<file path="src/rtl/tdli_pkg.sv">
// ---------------------------------------------------------------------------
// tdli_pkg
// Shared types and constants for the text data line indexer: character
// codes, field widths, counter width defaults, line phase and result word.
// ---------------------------------------------------------------------------
`timescale 1ns / 1ps

package tdli_pkg;

  // character codes
  localparam logic [7:0] CH_HASH = 8'h23;
  localparam logic [7:0] CH_LF   = 8'h0A;
  localparam logic [7:0] CH_CR   = 8'h0D;
  localparam logic [7:0] CH_SP   = 8'h20;
  localparam logic [7:0] CH_TAB  = 8'h09;
  localparam logic [7:0] CH_VT   = 8'h0B;
  localparam logic [7:0] CH_FF   = 8'h0C;

  // widths of the result fields
  localparam int OFFSET_W = 32;
  localparam int INDEX_W  = 24;
  localparam int COUNT_W  = 16;

  // default counter widths
  localparam int POSITION_BITS_DEF = 32;
  localparam int LINE_BITS_DEF     = 24;
  localparam int COLUMN_BITS_DEF   = 16;

  // where the scanner stands within the current line
  typedef enum logic [1:0] {
    PHASE_LEAD  = 2'd0,
    PHASE_FIRST = 2'd1,
    PHASE_SKIP  = 2'd2
  } tdli_phase_t;

  // one result word
  typedef struct packed {
    logic                offset_valid;
    logic [OFFSET_W-1:0] line_offset;
    logic [INDEX_W-1:0]  line_index;
    logic                width_valid;
    logic [COUNT_W-1:0]  column_count;
    logic                buffer_done;
    logic [INDEX_W-1:0]  total_lines;
    logic                no_data_error;
  } tdli_result_t;

endpackage

</file>
<file path="src/rtl/text_data_line_indexer_unit.sv">
// ---------------------------------------------------------------------------
// text_data_line_indexer_unit
// Streaming indexer of data lines in a text buffer, one byte per word.
// ---------------------------------------------------------------------------
`timescale 1ns / 1ps

// Takes one byte per cycle while the output is taken and gives one result word per
// byte. A byte is registered in the input stage on acceptance, evaluated there
// against the line scan state, and lands in the output register once that
// register is empty or taken. The sustained rate is one byte per cycle, set by
// the update of the scan state (phase, token and line counters) once per byte.
// The input stage can take one more byte while a result waits at the output,
// and stalls when the input stage and the output register are full and the output is not taken.
// The word carrying last_byte reports the totals and clears all scan state.
module text_data_line_indexer_unit #(
  parameter int POSITION_BITS = tdli_pkg::POSITION_BITS_DEF,
  parameter int LINE_BITS     = tdli_pkg::LINE_BITS_DEF,
  parameter int COLUMN_BITS   = tdli_pkg::COLUMN_BITS_DEF
) (
  input  logic                          clk,
  input  logic                          rst,
  input  logic                          in_valid,
  output logic                          in_ready,
  input  logic [7:0]                    text_byte,
  input  logic                          last_byte,
  output logic                          out_valid,
  input  logic                          out_ready,
  output logic                          offset_valid,
  output logic [tdli_pkg::OFFSET_W-1:0] line_offset,
  output logic [tdli_pkg::INDEX_W-1:0]  line_index,
  output logic                          width_valid,
  output logic [tdli_pkg::COUNT_W-1:0]  column_count,
  output logic                          buffer_done,
  output logic [tdli_pkg::INDEX_W-1:0]  total_lines,
  output logic                          no_data_error
);
  import tdli_pkg::*;

  // input stage
  logic         stage_valid;
  logic [7:0]   stage_byte;
  logic         stage_last;
  logic         advance;
  tdli_result_t step_result;
  tdli_result_t out_word;

  // output register frees when empty or taken
  always_comb begin
    advance  = stage_valid && (!out_valid || out_ready);
    in_ready = !stage_valid || advance;
  end

  always_ff @(posedge clk) begin
    if (rst) begin
      stage_valid <= 1'b0;
    end else if (in_ready) begin
      stage_valid <= in_valid;
    end
  end

  always_ff @(posedge clk) begin
    if (in_valid && in_ready) begin
      stage_byte <= text_byte;
      stage_last <= last_byte;
    end
  end

  // scan state and per-byte result
  tdli_tracker #(
    .POSITION_BITS (POSITION_BITS),
    .LINE_BITS     (LINE_BITS),
    .COLUMN_BITS   (COLUMN_BITS)
  ) u_tracker (
    .clk       (clk),
    .rst       (rst),
    .advance   (advance),
    .text_byte (stage_byte),
    .last_byte (stage_last),
    .result    (step_result)
  );

  // output register
  always_ff @(posedge clk) begin
    if (rst) begin
      out_valid <= 1'b0;
    end else if (advance) begin
      out_valid <= 1'b1;
    end else if (out_ready) begin
      out_valid <= 1'b0;
    end
  end

  always_ff @(posedge clk) begin
    if (advance) begin
      out_word <= step_result;
    end
  end

  assign offset_valid  = out_word.offset_valid;
  assign line_offset   = out_word.line_offset;
  assign line_index    = out_word.line_index;
  assign width_valid   = out_word.width_valid;
  assign column_count  = out_word.column_count;
  assign buffer_done   = out_word.buffer_done;
  assign total_lines   = out_word.total_lines;
  assign no_data_error = out_word.no_data_error;

  // a byte held in the input stage is not dropped
  assert property (@(posedge clk) disable iff (rst)
    (stage_valid && !advance) |=> (stage_valid && $stable(stage_byte)))
    else $error("input stage lost a held byte");

  // a reported width always counts the token that started the line
  assert property (@(posedge clk) disable iff (rst)
    (out_valid && width_valid) |-> (column_count != '0))
    else $error("width reported with zero tokens");

  // the empty buffer flag only comes with the final word and zero lines
  assert property (@(posedge clk) disable iff (rst)
    (out_valid && no_data_error) |-> (buffer_done && total_lines == '0 && !offset_valid))
    else $error("no data flag inconsistent with totals");

  // a data line starting on the final byte is counted in the total
  assert property (@(posedge clk) disable iff (rst)
    (out_valid && buffer_done && offset_valid) |-> (total_lines != '0))
    else $error("data line on final byte missing from total");

endmodule

</file>
<file path="src/rtl/tdli_tracker.sv">
// ---------------------------------------------------------------------------
// tdli_tracker
// Per-buffer scan state and the result logic for one byte. The result is
// combinational from the presented byte; state commits when advance is high.
// ---------------------------------------------------------------------------
`timescale 1ns / 1ps

module tdli_tracker #(
  parameter int POSITION_BITS = tdli_pkg::POSITION_BITS_DEF,
  parameter int LINE_BITS     = tdli_pkg::LINE_BITS_DEF,
  parameter int COLUMN_BITS   = tdli_pkg::COLUMN_BITS_DEF
) (
  input  logic                  clk,
  input  logic                  rst,
  input  logic                  advance,
  input  logic [7:0]            text_byte,
  input  logic                  last_byte,
  output tdli_pkg::tdli_result_t result
);
  import tdli_pkg::*;

  // state registers
  logic [POSITION_BITS-1:0] byte_position, byte_position_next;
  logic [LINE_BITS-1:0]     data_line_count, data_line_count_next;
  tdli_phase_t              line_phase, line_phase_next;
  logic                     first_line_pending, first_line_pending_next;
  logic                     inside_token, inside_token_next;
  logic                     counting_stopped, counting_stopped_next;
  logic [COLUMN_BITS-1:0]   token_tally, token_tally_next;

  // byte classes
  logic is_eol, is_blank, is_hash, starts_data;

  always_comb begin
    is_eol      = (text_byte == CH_LF) || (text_byte == CH_CR);
    is_blank    = text_byte inside {CH_SP, CH_TAB, CH_VT, CH_FF};
    is_hash     = (text_byte == CH_HASH);
    starts_data = !is_eol && (line_phase == PHASE_LEAD) && !is_hash && !is_blank;
  end

  // next state
  always_comb begin
    byte_position_next      = (byte_position == '1) ? byte_position
                                                    : byte_position + POSITION_BITS'(1);
    data_line_count_next    = data_line_count;
    line_phase_next         = line_phase;
    first_line_pending_next = first_line_pending;
    inside_token_next       = inside_token;
    counting_stopped_next   = counting_stopped;
    token_tally_next        = token_tally;

    if (is_eol) begin
      line_phase_next   = PHASE_LEAD;
      inside_token_next = 1'b0;
    end else if (line_phase == PHASE_LEAD) begin
      if (is_hash) begin
        line_phase_next = PHASE_SKIP;
      end else if (!is_blank) begin
        data_line_count_next = (data_line_count == '1) ? data_line_count
                                                       : data_line_count + LINE_BITS'(1);
        if (first_line_pending) begin
          first_line_pending_next = 1'b0;
          line_phase_next         = PHASE_FIRST;
          token_tally_next        = COLUMN_BITS'(1);
          inside_token_next       = 1'b1;
        end else begin
          line_phase_next = PHASE_SKIP;
        end
      end
    end else if (line_phase == PHASE_FIRST && !counting_stopped) begin
      if (is_hash) begin
        counting_stopped_next = 1'b1;
      end else if (is_blank) begin
        inside_token_next = 1'b0;
      end else if (!inside_token) begin
        token_tally_next  = (token_tally == '1) ? token_tally
                                                : token_tally + COLUMN_BITS'(1);
        inside_token_next = 1'b1;
      end
    end
  end

  // result word for the presented byte
  always_comb begin
    result.offset_valid  = starts_data;
    result.line_offset   = starts_data ? OFFSET_W'(byte_position) : '0;
    result.line_index    = starts_data ? INDEX_W'(data_line_count) : '0;
    result.width_valid   = (is_eol && line_phase == PHASE_FIRST) ||
                           (last_byte && line_phase_next == PHASE_FIRST);
    result.column_count  = result.width_valid ? COUNT_W'(token_tally_next) : '0;
    result.buffer_done   = last_byte;
    result.total_lines   = last_byte ? INDEX_W'(data_line_count_next) : '0;
    result.no_data_error = last_byte && (data_line_count_next == '0);
  end

  // commit state; the final byte returns everything to reset values
  always_ff @(posedge clk) begin
    if (rst || (advance && last_byte)) begin
      byte_position      <= '0;
      data_line_count    <= '0;
      line_phase         <= PHASE_LEAD;
      first_line_pending <= 1'b1;
      inside_token       <= 1'b0;
      counting_stopped   <= 1'b0;
      token_tally        <= '0;
    end else if (advance) begin
      byte_position      <= byte_position_next;
      data_line_count    <= data_line_count_next;
      line_phase         <= line_phase_next;
      first_line_pending <= first_line_pending_next;
      inside_token       <= inside_token_next;
      counting_stopped   <= counting_stopped_next;
      token_tally        <= token_tally_next;
    end
  end

  // the first data line phase only exists once a data line has been seen
  assert property (@(posedge clk) disable iff (rst)
    (line_phase == PHASE_FIRST) |-> (!first_line_pending && token_tally != '0))
    else $error("first line phase without a started data line");

endmodule

</file>
<file path="config.mk">
export PLATFORM = sky130hd
export DESIGN_NAME = text_data_line_indexer_unit
export DESIGN_NICKNAME = d
export VERILOG_FILES = /design/src/rtl/tdli_pkg.sv /design/src/rtl/text_data_line_indexer_unit.sv /design/src/rtl/tdli_tracker.sv
export SDC_FILE = /design/constraint.sdc
export NUM_CORES = 1
export LEC_CHECK = 0
export BUFFER_PORTS_ARGS = -buffer_cell sky130_fd_sc_hd__buf_2
export CAP_MARGIN = 25
export CORE_MARGIN = 2
export CORE_UTILIZATION = 35
export CTS_CLUSTER_SIZE = 14
export DETAILED_ROUTE_END_ITERATION = 12
export PLACE_DENSITY = 0.52
export SYNTH_ARGS = -nofsm -noshare
export SYNTH_HDL_FRONTEND = slang
export SYNTH_SLANG_ARGS = --single-unit
</file>
<file path="constraint.sdc">
create_clock -name clk -period 14.95 [get_ports clk]
set_clock_uncertainty 0.15 [all_clocks]
set_input_delay 0 -clock clk [delete_from_list [all_inputs] [get_ports clk]]
set_output_delay 0 -clock clk [all_outputs]
set_load 0.03 [all_outputs]
</file>
### After elaboration in Yosys (flattened, before gate mapping)

Cells that the tools add are included.

| word-level totals | value |
|---|---|
| register bits after elaboration | 188 |
| input bits | 13 |
| output and inout bits | 102 |
| logic and storage cells | 102 |

| cells by class | value |
|---|---|
| add/subtract/negate cells | 3 |
| eq/ne operators | 15 |
| mux-type cells | 30 |
| bitwise gates (word level) | 5 |
| reduce and logical (&&, ||, !) cells | 30 |

Operators by type and width:

| kind | number |
|---|---|
| $mux W16 | 10 |
| $mux W24 | 5 |
| $eq A8 B4 Y1 const B | 5 |
| $add A32 B1 Y32 const B | 1 |
| $eq A32 B32 Y1 const B | 1 |
| $add A24 B1 Y24 const B | 1 |
| $eq A24 B24 Y1 const B | 1 |
| $logic_not A24 Y1 | 1 |
| $add A16 B1 Y16 const B | 1 |
| $eq A16 B16 Y1 const B | 1 |
| $eq A8 B6 Y1 const B | 2 |
| $reduce_and A5 Y1 | 3 |
| $logic_and A1 B1 Y1 | 10 |
| $mux W1 | 10 |
| $mux W2 | 5 |
| $logic_not A1 Y1 | 6 |
| $logic_or A1 B1 Y1 | 5 |
| $not A1 Y1 | 5 |
| $eq A2 B1 Y1 const B | 2 |
| $reduce_bool A4 Y1 | 1 |
| $ne A3 B1 Y1 const B | 1 |
| $ne A3 B2 Y1 const B | 1 |
| $reduce_bool A3 Y1 | 1 |
| $logic_not A2 Y1 | 1 |
| other kinds (3) | 3 |

### Logic depth before layout (Yosys ltp)

Gate-level depths: netlist of run 1.

| depth | value |
|---|---|
| word-level depth | 9 |
| mapped depth | 10 |
| depth with buffers taken out | 8 |

### By module

From an unflattened synthesis of run 1, not the netlist that was laid out.

| unflattened totals | value |
|---|---|
| cells, all modules | 891 |
| area total of the unflattened synthesis | 9105.0 um2 |

By module, submodules not included:

| module | instances | cells an instance | area each (um2) |
|---|---|---|---|
| tdli_tracker | 1 | 772 | 5728.0 |
| text_data_line_indexer_unit | 1 | 119 | 3377.0 |

### Worst setup path before layout of run 1

OpenSTA, ideal clock, no wires.

| timing | value |
|---|---|
| kind | register to register |
| start | reg out_valid |
| end | reg u_tracker.data_line_count[18] |
| arrival time | 4.588 ns |
| path slack | 10.085 ns |
| cell stages (with the launch flop) | 9 |
| buffers on the path | 2 |
| clock period less this slack | 4.865 ns |
| path through | dfxtp_1 > nand2b_1 > nand2_1 > inv_1 > clkbuf_1 > clkbuf_1 > nand3_1 > xor2_1 > nor2_1 |

| on the way | value |
|---|---|
| longest elaborated chain between the ends | 5 |

Ends and longest elaborated chain:

| element | RTL line | RTL |
|---|---|---|
| start, declared | text_data_line_indexer_unit.sv:26 | `output logic out_valid,` |
| start signal, assigned | text_data_line_indexer_unit.sv:85 | `out_valid <= 1'b0;` |
| start signal, assigned | text_data_line_indexer_unit.sv:87 | `out_valid <= 1'b1;` |
| start signal, assigned | text_data_line_indexer_unit.sv:89 | `out_valid <= 1'b0;` |
| $logic_not A1 Y1 * | text_data_line_indexer_unit.sv:49 | `advance = stage_valid && (!out_valid \|\| out_ready);` |
| $logic_or A1 B1 Y1 * | text_data_line_indexer_unit.sv:49 |  |
| $logic_and A1 B1 Y1 * | text_data_line_indexer_unit.sv:49 |  |
| via advance | text_data_line_indexer_unit.sv:43 | `logic advance;` |
| $logic_and A1 B1 Y1 | tdli_tracker.sv:98 | `if (rst \|\| (advance && last_byte)) begin` |
| $logic_or A1 B1 Y1 | tdli_tracker.sv:98 |  |
| end signal, assigned | tdli_tracker.sv:108 | `data_line_count <= data_line_count_next;` |
| end, declared | tdli_tracker.sv:24 | `logic [LINE_BITS-1:0] data_line_count, data_line_count_next;` |

The timed path passes the listed nets; every way through them passes the cells marked *.
A chain may end at the register's enable or synchronous reset.

==> results_tabular.tex, run 1 <==
\begin{tabular}{lr}
\hline
Metric & Value \\
\hline
\multicolumn{2}{l}{\textbf{Clock network}} \\
Root buffer selected by CTS & sky130\_fd\_sc\_hd\_\_clkbuf\_16 \\
\# resized after CTS & 0 \\
Number of setup buffers added after CTS & 0 \\
Clock Pin Slew Worst Setup and Hold Paths & 0.08 ns \\
Number of buffers inserted for hold repair after clock tree synthesis & 13 \\
Deepest level of the CTS H-tree & 4 \\
Clock net sink count & 188 \\
Num CTS Buffers & 17 \\
Insertion delay of the later-clocked pin in the worst-skew pair & 0.44 ns \\
Clock tree from TritonCTS & done \\
CTS Buffer Depth & 2 \\
\multicolumn{2}{l}{\textbf{Timing}} \\
Setup Total Neg Slack & 0 ns \\
Final worst setup slack & 11.36 ns \\
Max-slew violations & 0 \\
Number of failing setup endpoints in the final timing report & 0 \\
Final period utilization & 24.0\% \\
Final period demand of the worst path & 3.59 ns \\
Achievable clock frequency & 279 MHz \\
Hold Violations, Final & 0 \\
Max-Slew Margin vs Limit & 33.8\% \\
Slew at the pin closest to its max-slew limit & 0.988 ns \\
RSZ-0062 raised after global routing & no \\
\multicolumn{2}{l}{\textbf{Synth}} \\
Distinct cells, synth & 70 \\
Biggest area contributors in the synthesized netlist & sky130\_fd\_sc\_hd\_\_edfxtp\_1 37\%, sky130\_fd\_sc\_hd\_\_dfxtp\_1 18\%, sky130\_fd\_sc\_hd\_\_nor2\_1 4.9\% \\
Async set or reset register ratio after synthesis & 0\% \\
Number of enable flip-flop cells after synthesis & 109 \\
Number of instances in the synthesized netlist & 876 \\
Top post-synthesis cells by count & 116 x sky130\_fd\_sc\_hd\_\_nor2\_1, 109 x sky130\_fd\_sc\_hd\_\_edfxtp\_1, 79 x sky130\_fd\_sc\_hd\_\_dfxtp\_1, 59 x sky130\_fd\_sc\_hd\_\_and2\_1, 58 x sky130\_fd\_sc\_hd\_\_nand2\_1 \\
Number of register bits inferred by synthesis & 188 \\
Most used flip-flop cell after synthesis & sky130\_fd\_sc\_hd\_\_edfxtp\_1 \\
Seq/Total Area, Yosys & 54.6\% \\
Synth top area share & 36.8\% \\
Cell with the most instances after synthesis & sky130\_fd\_sc\_hd\_\_nor2\_1 \\
Mapped cell area & 8890 um2 \\
Library cell with the largest summed area after synthesis & sky130\_fd\_sc\_hd\_\_edfxtp\_1 \\
Syn\_area\_per\_cell & 10.1 um2 \\
Synthesized net count & 892 \\
Syn. warnings & 0 \\
\multicolumn{2}{l}{\textbf{Worst setup path}} \\
CP Data Arrival Time & 3.70 ns \\
CP startpoint kind & register \\
Maximum net fanout on the critical path & 19 \\
Depth of the worst register-to-register path & 7 \\
Endpoint class of the critical path & register \\
Worst reg2reg endpoint & no\_data\_error \\
Type of the worst setup path & reg2reg \\
Launch point of the worst reg-to-reg path & stage\_byte[2] \\
R2r setup slk & 11.36 ns \\
Data required, critical path & 15.06 ns \\
\multicolumn{2}{l}{\textbf{Drt}} \\
Vias after detailed routing & 6,628 \\
Final routed wirelength across all metal layers & 20,800 um \\
Drt wl/cell & 15.9 um \\
Number of optimization iterations in the first detailed-route pass & 5 \\
First-iteration detailed-routing DRC count & 532 \\
DRC violation count after routing & 0 \\
Via/cell ratio & 5.05 \\
Remaining antenna violation count & 0 \\
\multicolumn{2}{l}{\textbf{Worst hold path}} \\
Min-Delay Endpoint & u\_tracker.token\_tally[3] \\
Start point of the worst min-delay path & out\_ready \\
Worst hold path type & in2reg \\
Cell depth of the worst min-delay path & 6 \\
\multicolumn{2}{l}{\textbf{Place}} \\
Port Buf Inserts & 114 \\
HPWL Detailed & 13,900 um \\
Setup WS pre-CTS & 11.45 ns \\
Total cell area at the placement stage & 9640 um2 \\
RePlAce Congestion & 0.789 \\
\multicolumn{2}{l}{\textbf{Global routing}} \\
Number of global-route vias before repair & 6,431 \\
First-pass GRT wire length & 33,900 um \\
All-layer global routing usage & 16.2\% \\
Gr ovfl total & 0 \\
Maximum number of pins on one net before global-route repair & 78 \\
Antenna violations before repair & 2 \\
\multicolumn{2}{l}{\textbf{Floorplan}} \\
Top-Level Pins & 115 \\
Core ar. & 25,000 um2 \\
Die area & 26,700 um2 \\
Overall die height & 163 um \\
Initial core utilization & 35.5\% \\
Die W & 163 um \\
Cell row count & 58 \\
\multicolumn{2}{l}{\textbf{Power}} \\
Cell Pwr Density & 108 nW/um2 \\
Overall power after layout & 1120 uW \\
Standby leakage power & 0.00349 uW \\
Peak VDD IR & 0.0499 mV \\
\multicolumn{2}{l}{\textbf{Layout}} \\
Count of nets after finishing & 983 \\
Proportion of layout cells with a drive suffix above 1 & 18.1\% \\
Final design instance area without fill & 10,400 um2 \\
P\&R area growth vs syn & 16.6\% \\
Core utilization of the finished layout & 41.4\% \\
\multicolumn{2}{l}{\textbf{Job}} \\
Max Cap Violations & 0 \\
\multicolumn{2}{l}{\textbf{Outcome}} \\
Outcome & finished clean \\
\hline
\end{tabular}
-- kinds of logic (layout without fill, tap and decap cells) --
kind of cell	count (synthesis)	in the layout	share of synthesized area [%]
muxes	2	2	0.225
and+or+nand+nor	402	402	23.7
buffers and inverters	76	180	3.80
DFF	188	188	54.6
other	0	2	0
xor gates and xnor gates	70	70	6.90
AOI/OAI and AO/OA	135	135	10.4
adders and majority gates	3	3	0.422
-- where the power goes --
part | internal [uW] | leakage, uW | switching (uW) | total, uW
Clock | 235 | 0.000287 | 216 | 451
Sequential | 563 | 0.00163 | 8.04 | 571
Combinational | 24.0 | 0.00158 | 72.9 | 96.9
-- state kept, by name (all words and copies together) (netlist names) --
| signal | flops |
|---|---|
| u_tracker.counting_stopped | 1 |
| stage_valid | 1 |
| out_valid | 1 |
| u_tracker.first_line_pending | 1 |
| u_tracker.token_tally | 16 |
| buffer_done | 1 |
| u_tracker.line_phase | 2 |
| no_data_error | 1 |
| stage_last | 1 |
| width_valid | 1 |
| offset_valid | 1 |
| u_tracker.data_line_count | 24 |
| column_count | 16 |
| u_tracker.byte_position | 32 |
| line_index | 24 |
| total_lines | 24 |
| u_tracker.inside_token | 1 |
| stage_byte | 8 |
| line_offset | 32 |
-- layout by cell type (no fill, tap or decap), drive strengths merged, types with 4 or more instances in the layout --
cell	instances
a211oi	5
a21oi	36
a311oi	13
a31oi	12
and2	59
and3	12
and4	9
buf	120
clkbuf	19
clkinv	4
dfxtp	79
dlygate4sd3	13
edfxtp	109
inv	23
nand2	58
nand2b	4
nand3	32
nand4	28
nor2	117
nor2b	7
nor3	31
nor4	8
o211ai	6
o21ai	31
o31ai	4
or2	6
or3	21
xnor2	40
xor2	30
-- worst max-delay path, stage by stage, from the launching register on --
cell and delay (ns):
sky130_fd_sc_hd__edfxtp_1 0.49, sky130_fd_sc_hd__and3b_1 0.24, sky130_fd_sc_hd__o211a_1 0.40, sky130_fd_sc_hd__a211oi_2 0.65
sky130_fd_sc_hd__and2_1 0.71, sky130_fd_sc_hd__and4_1 0.29, sky130_fd_sc_hd__o2111ai_1 0.16, sky130_fd_sc_hd__nor4_2 0.31
-- cell type report --
| cell class | instances | area, um2 |
|---|---|---|
| Fill cell | 2511 | 14700 |
| Sequential cell | 188 | 4850 |
| Multi-Input combinational cell | 612 | 3700 |
| Timing Repair Buffer | 133 | 746 |
| Clock buffer | 19 | 464 |
| Tap cell | 330 | 413 |
| Clock inverter | 13 | 121 |
| Inverter | 15 | 58.8 |
| Antenna cell | 2 | 5.00 |
-- layer usage --
| layer | global-route usage, % | routed length (um) |
|---|---|---|
| met5 | 0 | 0 |
| met4 | 5.51 | 357 |
| met3 | 3.30 | 758 |
| met2 | 25.9 | 9720 |
| met1 | 21.8 | 10000 |
-- metrics by stage --
stage                     hold WS, ns  cells
after floorplan               -0.0776    876
after global placement         0.0308   1265
after detailed placement       0.0292   1265
after CTS                      0.0806   1310
after global routing            0.133   1312
final                          0.0925   1312
-- worst max-delay path by stage --
stage	end	startpoint	depth (start not counted)	slack (ns)
2_1_floorplan	u_tracker.data_line_count[18]	out_valid	8	10.08
3_3_place_gp	u_tracker.data_line_count[8]	out_valid	8	11.47
3_5_place_dp	no_data_error	stage_byte[2]	7	11.45
4_1_cts	no_data_error	stage_byte[2]	7	11.44
5_1_grt	no_data_error	stage_byte[4]	7	11.06
6_report	no_data_error	stage_byte[2]	7	11.36
Power figures use the tool's default switching activity.
==> run 2: changes to the inputs <==
- ABC_AREA: default -> 1
- clock period: 14.95 -> 3.6 ns (I/O delays scaled with it)
==> run 2 against run 1 <==
Compared with the run above: global-route usage increased by 0.84 points; non-clock buffer count grew 6; synthesized cell count rose by 24%; register-to-register slack lost 10 ns.
==> results_tabular.tex, run 2 <==
\begin{tabular}{lr}
\hline
Metric & Value \\
\hline
\multicolumn{2}{l}{\textbf{Outcome}} \\
Outcome & finished clean (unchanged) \\
\multicolumn{2}{l}{\textbf{Place}} \\
Total cell area at the placement stage & 9830 um2 (was 9640 um2) \\
HPWL Detailed & 15,900 um (was 13,900 um) \\
Port Buf Inserts & 114 (unchanged) \\
Placed Instances & 1,506 (was 1,265) \\
RePlAce Congestion & 0.915 (was 0.789) \\
\multicolumn{2}{l}{\textbf{Timing}} \\
Slew at the pin closest to its max-slew limit & 0.794 ns (was 0.988 ns) \\
Setup Total Neg Slack & 0 ns (unchanged) \\
Final period utilization & 75.2\% (was 24.0\%) \\
RSZ-0062 raised after global routing & no (unchanged) \\
Number of failing setup endpoints in the final timing report & 0 (unchanged) \\
Hold Violations, Final & 0 (unchanged) \\
Final worst hold slack & 0.122 ns (was 0.0925 ns) \\
Max-slew violations & 0 (unchanged) \\
Max-Slew Margin vs Limit & 46.9\% (was 33.8\%) \\
Final period demand of the worst path & 2.71 ns (was 3.59 ns) \\
Achievable clock frequency & 369 MHz (was 279 MHz) \\
\multicolumn{2}{l}{\textbf{Layout}} \\
Count of nets after finishing & 1,225 (was 983) \\
Leading cell type in the layout, fill and taps excluded & sky130\_fd\_sc\_hd\_\_nand2\_1 (was sky130\_fd\_sc\_hd\_\_nor2\_1) \\
Highest-count cells in the layout ignoring fill and taps & 202 x sky130\_fd\_sc\_hd\_\_nand2\_1, 165 x sky130\_fd\_sc\_hd\_\_nor2\_1, 157 x sky130\_fd\_sc\_hd\_\_inv\_1 (was 116 x sky130\_fd\_sc\_hd\_\_nor2\_1, 114 x sky130\_fd\_sc\_hd\_\_buf\_2, 109 x sky130\_fd\_sc\_hd\_\_edfxtp\_1) \\
Filler Cells Inserted & 2,597 (was 2,511) \\
Proportion of layout cells with a drive suffix above 1 & 15.8\% (was 18.1\%) \\
Final design instance area without fill & 10,500 um2 (was 10,400 um2) \\
Post-route non-filler standard cell count & 1,552 (was 1,312) \\
P\&R area growth vs syn & 18.2\% (was 16.6\%) \\
ANT cells & 0 (was 2) \\
\multicolumn{2}{l}{\textbf{Synth}} \\
Number of instances in the synthesized netlist & 1,084 (was 876) \\
Synthesized net count & 1,100 (was 892) \\
Cell with the most instances after synthesis & sky130\_fd\_sc\_hd\_\_nand2\_1 (was sky130\_fd\_sc\_hd\_\_nor2\_1) \\
Syn. warnings & 0 (unchanged) \\
Top post-synthesis cells by count & 202 x sky130\_fd\_sc\_hd\_\_nand2\_1, 165 x sky130\_fd\_sc\_hd\_\_nor2\_1, 159 x sky130\_fd\_sc\_hd\_\_inv\_1, 109 x sky130\_fd\_sc\_hd\_\_edfxtp\_1, 84 x sky130\_fd\_sc\_hd\_\_a21oi\_1 (was 116 x sky130\_fd\_sc\_hd\_\_nor2\_1, 109 x sky130\_fd\_sc\_hd\_\_edfxtp\_1, 79 x sky130\_fd\_sc\_hd\_\_dfxtp\_1, 59 x sky130\_fd\_sc\_hd\_\_and2\_1, 58 x sky130\_fd\_sc\_hd\_\_nand2\_1) \\
Syn\_area\_per\_cell & 8.23 um2 (was 10.1 um2) \\
Async set or reset register ratio after synthesis & 0\% (unchanged) \\
Library cell with the largest summed area after synthesis & sky130\_fd\_sc\_hd\_\_edfxtp\_1 (unchanged) \\
Number of enable flip-flop cells after synthesis & 109 (unchanged) \\
Biggest area contributors in the synthesized netlist & sky130\_fd\_sc\_hd\_\_edfxtp\_1 37\%, sky130\_fd\_sc\_hd\_\_dfxtp\_1 18\%, sky130\_fd\_sc\_hd\_\_nand2\_1 8.5\% (was sky130\_fd\_sc\_hd\_\_edfxtp\_1 37\%, sky130\_fd\_sc\_hd\_\_dfxtp\_1 18\%, sky130\_fd\_sc\_hd\_\_nor2\_1 4.9\%) \\
Mapped cell area & 8920 um2 (was 8890 um2) \\
Number of register bits inferred by synthesis & 188 (unchanged) \\
Seq/Total Area, Yosys & 54.4\% (was 54.6\%) \\
Most used flip-flop cell after synthesis & sky130\_fd\_sc\_hd\_\_edfxtp\_1 (unchanged) \\
Synth top area share & 36.7\% (was 36.8\%) \\
Distinct cells, synth & 42 (was 70) \\
\multicolumn{2}{l}{\textbf{Clock network}} \\
Deepest level of the CTS H-tree & 4 (unchanged) \\
Number of buffers inserted for hold repair after clock tree synthesis & 14 (was 13) \\
\# resized after CTS & 0 (unchanged) \\
Number of setup buffers added after CTS & 0 (unchanged) \\
Num CTS Buffers & 17 (unchanged) \\
Clock net sink count & 188 (unchanged) \\
Insertion delay of the later-clocked pin in the worst-skew pair & 0.43 ns (was 0.44 ns) \\
CTS Buffer Depth & 2 (unchanged) \\
Clock Pin Slew Worst Setup and Hold Paths & 0.07 ns (was 0.08 ns) \\
Clock tree from TritonCTS & done (unchanged) \\
Root buffer selected by CTS & sky130\_fd\_sc\_hd\_\_clkbuf\_16 (unchanged) \\
\multicolumn{2}{l}{\textbf{Drt}} \\
Vias after detailed routing & 7,458 (was 6,628) \\
Via/cell ratio & 4.81 (was 5.05) \\
First-iteration detailed-routing DRC count & 455 (was 532) \\
Drt wl/cell & 14.2 um (was 15.9 um) \\
Remaining antenna violation count & 0 (unchanged) \\
Number of optimization iterations in the first detailed-route pass & 5 (unchanged) \\
Final routed wirelength across all metal layers & 22,100 um (was 20,800 um) \\
DRC violation count after routing & 0 (unchanged) \\
\multicolumn{2}{l}{\textbf{Worst setup path}} \\
Type of the worst setup path & reg2reg (unchanged) \\
CP startpoint kind & register (unchanged) \\
Maximum net fanout on the critical path & 16 (was 19) \\
Endpoint class of the critical path & register (unchanged) \\
CP Data Arrival Time & 2.85 ns (was 3.70 ns) \\
Data required, critical path & 3.75 ns (was 15.06 ns) \\
\multicolumn{2}{l}{\textbf{Global routing}} \\
First-pass GRT wire length & 36,100 um (was 33,900 um) \\
Antenna violations before repair & 0 (was 2) \\
All-layer global routing usage & 17.0\% (was 16.2\%) \\
Gr ovfl total & 0 (unchanged) \\
Number of global-route vias before repair & 7,027 (was 6,431) \\
Maximum number of pins on one net before global-route repair & 59 (was 78) \\
\multicolumn{2}{l}{\textbf{Floorplan}} \\
Die W & 164 um (was 163 um) \\
Overall die height & 164 um (was 163 um) \\
Initial core utilization & 35.5\% (about the same) \\
Cell row count & 58 (unchanged) \\
Top-Level Pins & 115 (unchanged) \\
Die area & 26,800 um2 (was 26,700 um2) \\
Core ar. & 25,100 um2 (was 25,000 um2) \\
\multicolumn{2}{l}{\textbf{Power}} \\
Overall power after layout & 4860 uW (was 1120 uW) \\
Peak VDD IR & 0.239 mV (was 0.0499 mV) \\
Cell Pwr Density & 461 nW/um2 (was 108 nW/um2) \\
Standby leakage power & 0.00433 uW (was 0.00349 uW) \\
\multicolumn{2}{l}{\textbf{Job}} \\
Max Cap Violations & 0 (unchanged) \\
\multicolumn{2}{l}{\textbf{Worst hold path}} \\
Worst hold path type & in2reg (unchanged) \\
\hline
\end{tabular}
[run 2: changes by cell type in the layout (fill, tap and decap cells not counted), moves of 9 or more]
cell,change
sky130_fd_sc_hd__a311oi_1,-13
sky130_fd_sc_hd__nand3_1,+32
sky130_fd_sc_hd__nand2_1,+144
sky130_fd_sc_hd__xnor2_1,-40
sky130_fd_sc_hd__and2_1,-59
sky130_fd_sc_hd__or3_1,-19
sky130_fd_sc_hd__xor2_1,-27
sky130_fd_sc_hd__a21oi_1,+48
sky130_fd_sc_hd__and3_1,-10
sky130_fd_sc_hd__o21ai_0,+46
sky130_fd_sc_hd__nor2_2,+9
sky130_fd_sc_hd__nor2_1,+49
sky130_fd_sc_hd__a31oi_1,-11
sky130_fd_sc_hd__inv_1,+143
[run 2: layout make-up]
type                            instances  area [um2]  area share (%)
Tap cell                              330         413            3.92
Sequential cell                       188        4850            46.0
Timing Repair Buffer                  139         793            7.52
Clock buffer                           17         425            4.04
Clock inverter                         15         150            1.42
Inverter                              162         611            5.79
Multi-Input combinational cell        701        3300            31.3
[run 2: worst paths after layout]
check | from | endpoint | slack (ns) | cells after the start
hold / removal | text_byte[3] | stage_byte[3] | 0.12 | 2
setup / recovery | stage_byte[2] | no_data_error | 0.89 | 16
setup reg to reg | stage_byte[2] | no_data_error | 0.89 | 16
hold reg to reg | u_tracker.counting_stopped | u_tracker.counting_stopped | 0.32 | 2
[run 2: logic make-up (layout without fill, tap and decap cells)]
family	count (synthesis)	after routing	share of synthesized area (%)
flip-flops	188	188	54.4
adder cells (fa/ha/maj)	3	3	0.421
AND/OR/NAND/NOR	522	522	25.9
buffers and inverters	195	333	8.60
AO/OA/AOI/OAI	173	173	10.3
XOR/XNOR	3	3	0.295
[run 2: report_power, final]
part           leakage, uW  internal, uW  switching [uW]
combinational      0.00237           152             416
clock             0.000284           928             924
sequential         0.00168          2380            61.9
total              0.00433          3460            1400
[run 2: metrics by stage]
step	util, %	setup WS, ns
after floorplan	-	0.588
after global placement	39.1	0.970
after detailed placement	39.1	0.910
after CTS	42.0	0.888
after global routing	42.0	0.582
final	42.0	0.893
[run 2: per-layer routing]
metal | global-route usage [%] | wire length [um] | up-vias
li1 | - | - | 3824
met1 | 23.7 | 10800 | 3428
met2 | 27.2 | 10100 | 183
met3 | 2.92 | 884 | 23
met4 | 4.82 | 320 | 0
met5 | 0 | 0 | -
[run 2: critical path, cell delays in order (launching register included)]
cell                       delay (ns)
sky130_fd_sc_hd__edfxtp_1        0.45
sky130_fd_sc_hd__nand2_1         0.10
sky130_fd_sc_hd__inv_1           0.05
sky130_fd_sc_hd__nand2_1         0.06
sky130_fd_sc_hd__nand2_1         0.06
sky130_fd_sc_hd__nand2_2         0.11
sky130_fd_sc_hd__nand3_2         0.12
sky130_fd_sc_hd__nor2_2          0.58
sky130_fd_sc_hd__buf_4           0.27
sky130_fd_sc_hd__nand3_1         0.08
sky130_fd_sc_hd__nand2_1         0.09
sky130_fd_sc_hd__nand2_1         0.07
sky130_fd_sc_hd__nor2_1          0.12
sky130_fd_sc_hd__nand2_1         0.06
sky130_fd_sc_hd__nor2_1          0.08
sky130_fd_sc_hd__nand2_1         0.05
sky130_fd_sc_hd__nor2_1          0.07
==> run 3: changes to the inputs <==
- PLACE_DENSITY: 0.52 -> 0.54
- clock period: 3.6 -> 2.4 ns (I/O delays scaled with it)
==> run 3 against run 2 <==
Compared with the run above: via count rose by 2.8%; sequential power is 50% higher; core utilization grew 2.9 points; maximum frequency increased by 16%; power rose by 57%; first-iteration DRC count increased by 11%; final area grew 7.0%; non-clock buffer count up 45; sequential share of layout area fell by 3.0 points; sequential cell count unchanged; setup slack got worse by 0.83 ns; register-to-register slack worse by 0.83 ns; critical endpoint unchanged; highest routed layer unchanged.
==> results_tabular.tex, run 3 (synthesized netlist as in run 2, its figures left out) <==
\begin{tabular}{lr}
\hline
Metric & Value \\
\hline
\multicolumn{2}{l}{\textbf{Worst setup path}} \\
Data required, critical path & 2.55 ns (was 3.75 ns) \\
Endpoint class of the critical path & register (unchanged) \\
Top delay family on crit path & simple AND/OR/NAND/NOR gates (unchanged) \\
CP startpoint kind & register (unchanged) \\
Type of the worst setup path & reg2reg (unchanged) \\
Ordered cell list for the critical path & nor2\_2 > inv\_1 > nor2\_1 > nand2\_2 > nand3\_4 > nor2\_4 > buf\_6 > clkbuf\_16 > nand3\_1 > nand2\_1 > nor2\_2 > nand2\_1 > nor2\_1 > nand2\_1 > nor2\_1 (was nand2\_1 > inv\_1 > nand2\_1 > nand2\_1 > nand2\_2 > nand3\_2 > nor2\_2 > buf\_4 > nand3\_1 > nand2\_1 > nand2\_1 > nor2\_1 > nand2\_1 > nor2\_1 > nand2\_1 > nor2\_1) \\
Critical path's largest stage delay & 0.38 ns (was 0.58 ns) \\
Maximum net fanout on the critical path & 5 (was 16) \\
Buffers and inverters on the worst path & 3 (was 2) \\
CP Data Arrival Time & 2.49 ns (was 2.85 ns) \\
Highest-delay cell along the critical path & sky130\_fd\_sc\_hd\_\_edfxtp\_1 (was sky130\_fd\_sc\_hd\_\_nor2\_2) \\
\multicolumn{2}{l}{\textbf{Clock network}} \\
Clock tree from TritonCTS & done (unchanged) \\
CTS Buffer Depth & 2 (unchanged) \\
Root buffer selected by CTS & sky130\_fd\_sc\_hd\_\_clkbuf\_16 (unchanged) \\
Num CTS Buffers & 17 (unchanged) \\
Clock net sink count & 188 (unchanged) \\
Deepest level of the CTS H-tree & 4 (unchanged) \\
Insertion delay of the later-clocked pin in the worst-skew pair & 0.44 ns (was 0.43 ns) \\
Clock Pin Slew Worst Setup and Hold Paths & 0.09 ns (was 0.07 ns) \\
\multicolumn{2}{l}{\textbf{Drt}} \\
Final routed wirelength across all metal layers & 23,000 um (was 22,100 um) \\
DRC violation count after routing & 0 (unchanged) \\
Number of optimization iterations in the first detailed-route pass & 5 (unchanged) \\
Vias after detailed routing & 7,666 (was 7,458) \\
Remaining antenna violation count & 0 (unchanged) \\
Via/cell ratio & 4.80 (was 4.81) \\
Drt wl/cell & 14.4 um (was 14.2 um) \\
First-iteration detailed-routing DRC count & 507 (was 455) \\
\multicolumn{2}{l}{\textbf{Floorplan}} \\
Die area & 26,800 um2 (unchanged) \\
Cell row count & 58 (unchanged) \\
Initial core utilization & 35.5\% (unchanged) \\
Top-Level Pins & 115 (unchanged) \\
Overall die height & 164 um (unchanged) \\
Die W & 164 um (unchanged) \\
Core ar. & 25,100 um2 (unchanged) \\
\multicolumn{2}{l}{\textbf{Worst hold path}} \\
Worst hold path type & in2reg (unchanged) \\
\multicolumn{2}{l}{\textbf{Timing}} \\
RSZ-0062 raised after global routing & yes (was no) \\
Achievable clock frequency & 429 MHz (was 369 MHz) \\
Hold Violations, Final & 0 (unchanged) \\
Final period demand of the worst path & 2.33 ns (was 2.71 ns) \\
Max-Slew Margin vs Limit & 64.8\% (was 46.9\%) \\
Final period utilization & 97.2\% (was 75.2\%) \\
Number of failing setup endpoints in the final timing report & 0 (unchanged) \\
Max-slew violations & 0 (unchanged) \\
Final worst hold slack & 0.108 ns (was 0.122 ns) \\
Slew at the pin closest to its max-slew limit & 0.523 ns (was 0.794 ns) \\
\multicolumn{2}{l}{\textbf{Place}} \\
Placed Instances & 1,536 (was 1,506) \\
RePlAce Congestion & 0.889 (was 0.915) \\
Total cell area at the placement stage & 10,100 um2 (was 9830 um2) \\
HPWL Detailed & 16,100 um (was 15,900 um) \\
Port Buf Inserts & 114 (unchanged) \\
\multicolumn{2}{l}{\textbf{Power}} \\
Peak VDD IR & 0.403 mV (was 0.239 mV) \\
Cell Pwr Density & 676 nW/um2 (was 461 nW/um2) \\
Standby leakage power & 0.00469 uW (was 0.00433 uW) \\
Overall power after layout & 7620 uW (was 4860 uW) \\
\multicolumn{2}{l}{\textbf{Global routing}} \\
Gr ovfl total & 0 (unchanged) \\
All-layer global routing usage & 17.1\% (was 17.0\%) \\
Antenna violations before repair & 0 (unchanged) \\
Maximum number of pins on one net before global-route repair & 75 (was 59) \\
First-pass GRT wire length & 35,900 um (was 36,100 um) \\
Number of global-route vias before repair & 7,082 (was 7,027) \\
\multicolumn{2}{l}{\textbf{Layout}} \\
Highest-count cells in the layout ignoring fill and taps & 185 x sky130\_fd\_sc\_hd\_\_nand2\_1, 155 x sky130\_fd\_sc\_hd\_\_inv\_1, 146 x sky130\_fd\_sc\_hd\_\_nor2\_1 (was 202 x sky130\_fd\_sc\_hd\_\_nand2\_1, 165 x sky130\_fd\_sc\_hd\_\_nor2\_1, 157 x sky130\_fd\_sc\_hd\_\_inv\_1) \\
ANT cells & 0 (unchanged) \\
Core utilization of the finished layout & 44.9\% (was 42.0\%) \\
P\&R area growth vs syn & 26.5\% (was 18.2\%) \\
Final design instance area without fill & 11,300 um2 (was 10,500 um2) \\
Leading cell type in the layout, fill and taps excluded & sky130\_fd\_sc\_hd\_\_nand2\_1 (unchanged) \\
Proportion of layout cells with a drive suffix above 1 & 22.5\% (was 15.8\%) \\
Count of nets after finishing & 1,270 (was 1,225) \\
Post-route non-filler standard cell count & 1,597 (was 1,552) \\
\multicolumn{2}{l}{\textbf{Outcome}} \\
Outcome & finished clean (unchanged) \\
\multicolumn{2}{l}{\textbf{Job}} \\
Max Cap Violations & 0 (unchanged) \\
\hline
\end{tabular}
==> run 3: cell count changes in the layout (fill, tap and decap cells not counted), sizes merged <==
cell	delta
dlygate4sd3	-1
buf	+44
clkinvlp	-1
clkinv	+3
clkbuf	+3
inv	-3
==> run 3: area by class of cell <==
cell class	instances	area, um2
Inverter	162	618
Clock inverter	14	185
Clock buffer	18	450
Tap cell	330	413
Multi-Input combinational cell	701	3530
Sequential cell	188	4850
Timing Repair Buffer	184	1230
Fill cell	2513	13800
==> run 3: worst paths after layout <==
check | start | endpoint | slack (ns) | depth (start not counted)
setup / recovery | stage_byte[7] | no_data_error | 0.07 | 15
setup reg to reg | stage_byte[7] | no_data_error | 0.07 | 15
hold reg to reg | u_tracker.byte_position[26] | u_tracker.byte_position[26] | 0.34 | 1
hold / removal | text_byte[4] | stage_byte[4] | 0.11 | 2
==> run 3: power by group <==
| group | internal, uW | total, uW | leakage, uW | switching [uW] |
|---|---|---|---|---|
| clock network | 1490 | 2970 | 0.000308 | 1480 |
| logic | 323 | 1000 | 0.00270 | 682 |
| registers | 3560 | 3650 | 0.00168 | 87.3 |
| total | 5370 | 7620 | 0.00469 | 2250 |
==> run 3: stage by stage <==
step / TNS, ns / setup slack, ns
3_5_place_dp: -0.0234 / -0.0234
3_3_place_gp: -0.00930 / -0.00930
4_1_cts: 0 / 0.0390
2_1_floorplan: 0 / 0.261
6_report: 0 / 0.0674
5_1_grt: -0.131 / -0.102
==> run 3: timing repair <==
| action | CTS | global route |
|---|---|---|
| resized for setup | 3 | 72 |
| endpoints found under the hold margin | 20 | 0 |
| hold buffers | 13 | 0 |
| gates cloned | 0 | 3 |
| setup endpoints to repair | 4 | 27 |
| pin swaps | 0 | 33 |
| buffers inserted | 0 | 13 |
==> run 3: per-layer routing <==
metal	part of all wire, %	track usage, %	vias to the layer above
met1	49	24.0	3558
met5	0	0	-
met2	46	27.1	160
li1	-	-	3924
met4	1.5	4.90	0
met3	3.9	3.20	24
